[config.mk]
export PLATFORM = sky130hd
export DESIGN_NAME = ffha_ctrl
export DESIGN_NICKNAME = d
export VERILOG_FILES = /design/src/sv/ffha_pkg.sv /design/src/sv/ffha_ctrl.sv
export SDC_FILE = /design/constraint.sdc
export NUM_CORES = 1
export LEC_CHECK = 0
export BUFFER_PORTS_ARGS = -buffer_cell sky130_fd_sc_hd__buf_2
export CAP_MARGIN = 25
export CORE_UTILIZATION = 51
export CTS_BUF_LIST = sky130_fd_sc_hd__clkbuf_4
export DETAILED_ROUTE_END_ITERATION = 10
export PLACE_DENSITY = 0.77
export SYNTH_ARGS = -nofsm -noshare
export SYNTH_HDL_FRONTEND = slang
export SYNTH_SLANG_ARGS = --single-unit
[constraint.sdc]
create_clock -name clock -period 2.3 [get_ports clock]
set_input_delay 0.345 -clock clock [delete_from_list [all_inputs] [get_ports clock]]
set_output_delay 0.345 -clock clock [all_outputs]
set_load 0.005 [all_outputs]
[src/sv/ffha_pkg.sv]
// ----------------------------------------------------------------------------
// ffha_pkg
// Shared types and constants of the first-fit heap allocator.
// ----------------------------------------------------------------------------
package ffha_pkg;

   // arena geometry
   localparam int GRANULE_BYTES = 8;
   localparam int GRAN_SHIFT    = 3;
   localparam int HEADER_BYTES  = 16;
   localparam int HDR_GR        = (HEADER_BYTES + GRANULE_BYTES - 1) / GRANULE_BYTES;
   localparam int HDR_SPAN      = HDR_GR * GRANULE_BYTES;

   // request and response field widths
   localparam int BYTES_W = 16;
   localparam int ADDR_W  = 15;
   localparam int SZ_W    = 14;
   localparam int HP_W    = 12;

   // request command codes
   localparam logic CMD_ALLOC = 1'b0;
   localparam logic CMD_FREE  = 1'b1;

   // response status codes
   typedef enum logic [2:0] {
      RES_ALLOC   = 3'd0,
      RES_ZERO    = 3'd1,
      RES_NOSPACE = 3'd2,
      RES_FREED   = 3'd3,
      RES_IGNORED = 3'd4
   } result_type;

   // controller states
   typedef enum logic [4:0] {
      ST_IDLE,
      ST_DECODE,
      ST_INIT,
      ST_A_RD,
      ST_A_CHK,
      ST_A_WR,
      ST_A_SPLIT,
      ST_F_RD,
      ST_F_CHK,
      ST_F_NX,
      ST_F_NXC,
      ST_F_PV,
      ST_F_PVC,
      ST_F_MERGE,
      ST_SB_RD,
      ST_SB_WR,
      ST_DONE
   } state_type;

   // datapath operations
   typedef enum logic [4:0] {
      OP_NONE,
      OP_LATCH,
      OP_INIT,
      OP_POS_ZERO,
      OP_RD_POS,
      OP_STEP,
      OP_A_WR,
      OP_A_SPLIT,
      OP_RD_NEXT,
      OP_CAP_NEXT,
      OP_RD_PREV,
      OP_CAP_PREV,
      OP_MERGE,
      OP_RD_SB,
      OP_WR_SB,
      OP_LOAD_RSP
   } op_type;

   typedef struct packed {
      op_type     op;
      result_type code;
   } cmd_type;

   typedef struct packed {
      logic is_free_cmd;
      logic zero_size;
      logic free_bad;
      logic started;
      logic past_last;
      logic fit;
      logic split;
      logic at_target;
      logic beyond_target;
      logic target_free;
      logic pfree;
      logic nfree;
      logic sb_hpos;
      logic sb_np;
   } stat_type;

endpackage

[src/sv/ffha_ctrl.sv]
// ----------------------------------------------------------------------------
// ffha_ctrl
// Sequencer for allocate and free walks, merges and the response slot.
// ----------------------------------------------------------------------------
module ffha_ctrl (
   input  logic                clock,
   input  logic                reset,
   input  logic                req_valid,
   output logic                req_ready,
   output logic                rsp_valid,
   input  logic                rsp_ready,
   output ffha_pkg::cmd_type   cmd,
   input  ffha_pkg::stat_type  stat
);

   ffha_pkg::state_type  state_ff, state_in;
   ffha_pkg::result_type code_ff, code_in;
   logic                 rsp_valid_ff, rsp_valid_in;

   // state register
   always_ff @(posedge clock) begin
      if (reset) begin
         state_ff     <= ffha_pkg::ST_IDLE;
         code_ff      <= ffha_pkg::RES_ALLOC;
         rsp_valid_ff <= 1'b0;
      end else begin
         state_ff     <= state_in;
         code_ff      <= code_in;
         rsp_valid_ff <= rsp_valid_in;
      end
   end

   // next state and datapath commands
   always_comb begin
      state_in     = state_ff;
      code_in      = code_ff;
      rsp_valid_in = rsp_valid_ff && !rsp_ready;
      cmd.op       = ffha_pkg::OP_NONE;
      cmd.code     = code_ff;
      req_ready    = 1'b0;
      case (state_ff)
         ffha_pkg::ST_IDLE: begin
            req_ready = 1'b1;
            if (req_valid) begin
               cmd.op   = ffha_pkg::OP_LATCH;
               state_in = ffha_pkg::ST_DECODE;
            end
         end
         ffha_pkg::ST_DECODE: begin
            if (stat.is_free_cmd) begin
               if (stat.free_bad) begin
                  code_in  = ffha_pkg::RES_IGNORED;
                  state_in = ffha_pkg::ST_DONE;
               end else begin
                  cmd.op   = ffha_pkg::OP_POS_ZERO;
                  state_in = ffha_pkg::ST_F_RD;
               end
            end else if (stat.zero_size) begin
               code_in  = ffha_pkg::RES_ZERO;
               state_in = ffha_pkg::ST_DONE;
            end else if (!stat.started) begin
               state_in = ffha_pkg::ST_INIT;
            end else begin
               cmd.op   = ffha_pkg::OP_POS_ZERO;
               state_in = ffha_pkg::ST_A_RD;
            end
         end
         ffha_pkg::ST_INIT: begin
            cmd.op   = ffha_pkg::OP_INIT;
            state_in = ffha_pkg::ST_A_RD;
         end
         // allocate walk
         ffha_pkg::ST_A_RD: begin
            if (stat.past_last) begin
               code_in  = ffha_pkg::RES_NOSPACE;
               state_in = ffha_pkg::ST_DONE;
            end else begin
               cmd.op   = ffha_pkg::OP_RD_POS;
               state_in = ffha_pkg::ST_A_CHK;
            end
         end
         ffha_pkg::ST_A_CHK: begin
            cmd.op   = ffha_pkg::OP_STEP;
            state_in = stat.fit ? ffha_pkg::ST_A_WR : ffha_pkg::ST_A_RD;
         end
         ffha_pkg::ST_A_WR: begin
            cmd.op  = ffha_pkg::OP_A_WR;
            code_in = ffha_pkg::RES_ALLOC;
            state_in = stat.split ? ffha_pkg::ST_A_SPLIT : ffha_pkg::ST_DONE;
         end
         ffha_pkg::ST_A_SPLIT: begin
            cmd.op   = ffha_pkg::OP_A_SPLIT;
            state_in = stat.sb_hpos ? ffha_pkg::ST_SB_RD : ffha_pkg::ST_DONE;
         end
         // free: find the block, then read neighbors
         ffha_pkg::ST_F_RD: begin
            if (stat.past_last) begin
               code_in  = ffha_pkg::RES_IGNORED;
               state_in = ffha_pkg::ST_DONE;
            end else begin
               cmd.op   = ffha_pkg::OP_RD_POS;
               state_in = ffha_pkg::ST_F_CHK;
            end
         end
         ffha_pkg::ST_F_CHK: begin
            cmd.op = ffha_pkg::OP_STEP;
            if (stat.at_target) begin
               if (stat.target_free) begin
                  code_in  = ffha_pkg::RES_IGNORED;
                  state_in = ffha_pkg::ST_DONE;
               end else begin
                  state_in = ffha_pkg::ST_F_NX;
               end
            end else if (stat.beyond_target) begin
               code_in  = ffha_pkg::RES_IGNORED;
               state_in = ffha_pkg::ST_DONE;
            end else begin
               state_in = ffha_pkg::ST_F_RD;
            end
         end
         ffha_pkg::ST_F_NX: begin
            cmd.op   = ffha_pkg::OP_RD_NEXT;
            state_in = ffha_pkg::ST_F_NXC;
         end
         ffha_pkg::ST_F_NXC: begin
            cmd.op   = ffha_pkg::OP_CAP_NEXT;
            state_in = ffha_pkg::ST_F_PV;
         end
         ffha_pkg::ST_F_PV: begin
            cmd.op   = ffha_pkg::OP_RD_PREV;
            state_in = ffha_pkg::ST_F_PVC;
         end
         ffha_pkg::ST_F_PVC: begin
            cmd.op   = ffha_pkg::OP_CAP_PREV;
            state_in = ffha_pkg::ST_F_MERGE;
         end
         ffha_pkg::ST_F_MERGE: begin
            cmd.op   = ffha_pkg::OP_MERGE;
            code_in  = ffha_pkg::RES_FREED;
            state_in = ffha_pkg::ST_DONE;
            if (stat.nfree && stat.sb_np) begin
               state_in = ffha_pkg::ST_SB_RD;
            end else if (stat.pfree && !stat.nfree && stat.sb_hpos) begin
               state_in = ffha_pkg::ST_SB_RD;
            end
         end
         // back pointer fix-up of the following block
         ffha_pkg::ST_SB_RD: begin
            cmd.op   = ffha_pkg::OP_RD_SB;
            state_in = ffha_pkg::ST_SB_WR;
         end
         ffha_pkg::ST_SB_WR: begin
            cmd.op   = ffha_pkg::OP_WR_SB;
            state_in = ffha_pkg::ST_DONE;
         end
         // hand the result to the response register once it is free
         ffha_pkg::ST_DONE: begin
            if (!rsp_valid_ff || rsp_ready) begin
               cmd.op       = ffha_pkg::OP_LOAD_RSP;
               rsp_valid_in = 1'b1;
               state_in     = ffha_pkg::ST_IDLE;
            end
         end
         default: state_in = ffha_pkg::ST_IDLE;
      endcase
   end

   assign rsp_valid = rsp_valid_ff;

endmodule

==> summary.md <==
| Metric | Value |
|---|---|
| Status | completed |
| DRC | 0 |
| Synth top area share | 17.8% |
| Reg2reg start | state_ff[1] |
| N_diodes | 0 |
| R2R setup slack | 330 ps |
| TNS Setup | 0 ps |
| Fill cells | ~170 |
| Ys Warns | 0 |
| Post-CTS Setup Inserts | 0 |
| Placement Setup Slack | approximately 370 ps |
| Crit-path slowest cell | dfxtp_1 |
| Synth area leader | dfxtp_1 |
| Hold crit path type | in -> reg |
| Die width | ~46 um |
| Number of max-cap violations | 0 |
| CTS Root Cell | clkbuf_4 |
| Initial antenna violation count | 0 |
| Crit end category | primary output |
| Count of pins over their slew limit | 0 |
| Initial DRC count | 85 |
| Met3 usage | about 5.9% |
| Max Root-Sink Buffers | 2 |
| Drt total wl | approximately 3100 um |
| GR peak layer | met2 |
| Post-DRT Antenna Nets | 0 |
| Vias/cell | approximately 6.3 |
| Hold Vio Cnt, Final | 0 |
| RSZ-0062 raised after global routing | false |
| Initial Util | 56.6% |
| Post-CTS Hold Buffers | 0 |
| Final min period | 2150 ps |
| Worst Setup Start Kind | flop |
| Asr flop ratio synth | 0% |
| R2r endpoint | code_ff[0] |
| Ports | 28 |
| Stages on the worst setup path | 6 |
| Std cell rows | 15 |
| Bufs and invs on worst path | 2 |
| Vias in the first global route | 971 |
| Core box area | 0.00178 mm^2 |
| Crit Path Category | reg -> out |
| CP peak stage delay | 400 ps |
| Peak Freq | between 400 and 500 MHz |
| #FFs+latches synth | 9 |
| Ranking of synthesized cells by area | dfxtp_1 18%, o21ai_0 7.9%, nor2_1 5.6% |
| Mapped Area | between 0.001 and 0.0015 mm^2 |
| Met1 track demand over resource | approximately two fifths |
| Reg2Reg Depth | 6 |
| Syn Nets | approximately 170 |
| Period utilization | 93.6% |
| Post-synth EDFFs | 0 |
| Setup crit end | cmd[4] |
| DP Cell Count | a little under 200 |
| Register area share after synthesis | 17.8% |
| Cell Chain, Critical Path | buf_4 > nor2_1 > nand4_1 > and2_1 > o21ai_0 > buf_2 |
| Grt ovf | 0 |
| PwrDens | roughly 690 mW/mm^2 |
| Commonest non-fill, non-tap cells in the layout | 26 x buf_2, 16 x o21ai_0, 15 x nor2_1 |
| GR Layer Usage met2 | about 46% |
| Cts bufs inserted | 3 |
| Final setup vio count | 0 |
| Chip height | approximately 46 um |
| P&R area growth vs syn | 18.7% |
| Crit path required time | about 2000 ps |
| Syn avg cell area | between 6 and 7 um^2 |
| Sequential Area | about 180 um^2 |
| Port Buffers | 26 |
| Nets | between 150 and 200 |
| GP Congestion | 0.980 |
| Wirelength per Cell | roughly 16 um |
| Maximum VDD drop | approximately 0.45 mV |
| Worst setup margin | 147 ps |
| DR pass1 iterations | 4 |
| Worst setup path startpoint | state_ff[1] |
| First-pass GRT wire length | roughly 4600 um |
| H-tree Lvls | 1 |
| Crit path arrival time | roughly 1800 ps |
| Via count | 1236 |
| Gate count of the mapped netlist | 148 |
| Finished Layout Cells | approximately 200 |
| Post-DP HPWL | approximately 2300 um |
| Multi-input gate area | between 700 and 800 um^2 |
| Clock Pin Slew Worst Setup and Hold Paths | around 70 ps |
| Unique masters post-synth | 50 |
| Die area | 0.00216 mm^2 |
| Largest net degree at the start of global routing | 21 |
| Clock skew | approximately 2.7 ps |
| Share of cells above drive strength 1 | 27.3% |
| Leading cell type in the layout, fill and taps excluded | buf_2 |
| Ys flop type | dfxtp_1 |
| Pleak | a little under 0.5 nW |
| Worst-skew pair later-pin latency | 270 ps |
| CTS tree | yes |
| GRT Util Overall | 30.1% |
| Top Family by Delay on Critical Path | simple AND/OR/NAND/NOR gates |
| Clock sinks | 9 |
| Worst Path Max Fanout | 12 |
[worst register-to-register path, delay by kind of cell, from the launching register on]
kind	cells	cell delay (ps)
compound gates	2	550
buf+inv	1	240
flops	1	500
mux	1	310
simple gates	2	270
[cells by family (layout without fill, tap and decap cells)]
group	after synthesis	count (layout)	synth area share, %
xor gates and xnor gates	2	2	1.74
AOI/OAI and AO/OA	54	54	36.1
and+or+nand+nor	60	60	30.9
buffers and inverters	17	41	7.56
muxes	5	5	5.58
DFF	9	9	17.8
other	1	1	0.371
[stage by stage]
step	hold slack, ps	util, %	cell area (um^2)	power (mW)
floorplan	466	-	1010	0.549
global placement	477	65.4	1170	0.674
detailed placement	480	65.4	1170	0.679
CTS	375	66.9	1190	0.816
global route	391	67.2	1200	0.877
finish	381	67.2	1200	0.826
[registers in the layout, summed over array words and instances, names as in the netlist]
| name | cells |
|---|---|
| state_ff | 5 |
| rsp_valid | 1 |
| code_ff | 3 |
[timing repair]
action / 4_1_cts / 5_1_grt
endpoints found under the hold margin: 0 / 0
gates resized for setup: 0 / 1
setup endpoints to repair: 0 / 1
[layout make-up]
type	instances	share of cell area, %
clock buffers	3	1.88
clock inverters	1	0.418
inverters	3	0.939
multi-input cells	122	63.3
flip-flops and latches	9	15.0
well taps	25	2.61
repair buffers	34	15.9
[where the power goes]
group | leakage, nW | total [mW] | internal, mW | switching, mW
Combinational | 0.394 | 0.480 | 0.209 | 0.271
Clock | 0.0177 | 0.130 | 0.0645 | 0.0651
Sequential | 0.0733 | 0.217 | 0.182 | 0.0346
[how the worst min path moves through the flow]
stage,cells past startpoint,startpoint,to,slack (ps)
after floorplan,2,code_ff[1],code_ff[1],470
after global placement,2,code_ff[1],code_ff[1],480
after detailed placement,2,code_ff[1],code_ff[1],480
after CTS,2,reset,code_ff[1],370
after global routing,2,reset,state_ff[3],390
final,2,reset,code_ff[1],380
[Yosys cell counts, types with 2 or more instances]
library cell / count
o211ai_1: 2
a221oi_1: 3
a211o_1: 2
o21ai_0: 16
nor2b_1: 8
nor2_1: 15
nor3_1: 4
mux2i_1: 3
inv_1: 3
nor3b_1: 2
o22ai_1: 3
dfxtp_1: 9
nand4_1: 2
or2b_1: 2
nand2_1: 14
a31oi_1: 3
nand2b_1: 4
o32ai_1: 2
clkbuf_1: 10
a21oi_1: 11
[routing by layer]
layer	wire length (um)	part of all wire, %
met5	0	0
met4	97	3.1
met3	340	11
met2	1420	46
met1	1240	40
No activity file was read; power rests on OpenSTA's default activity.
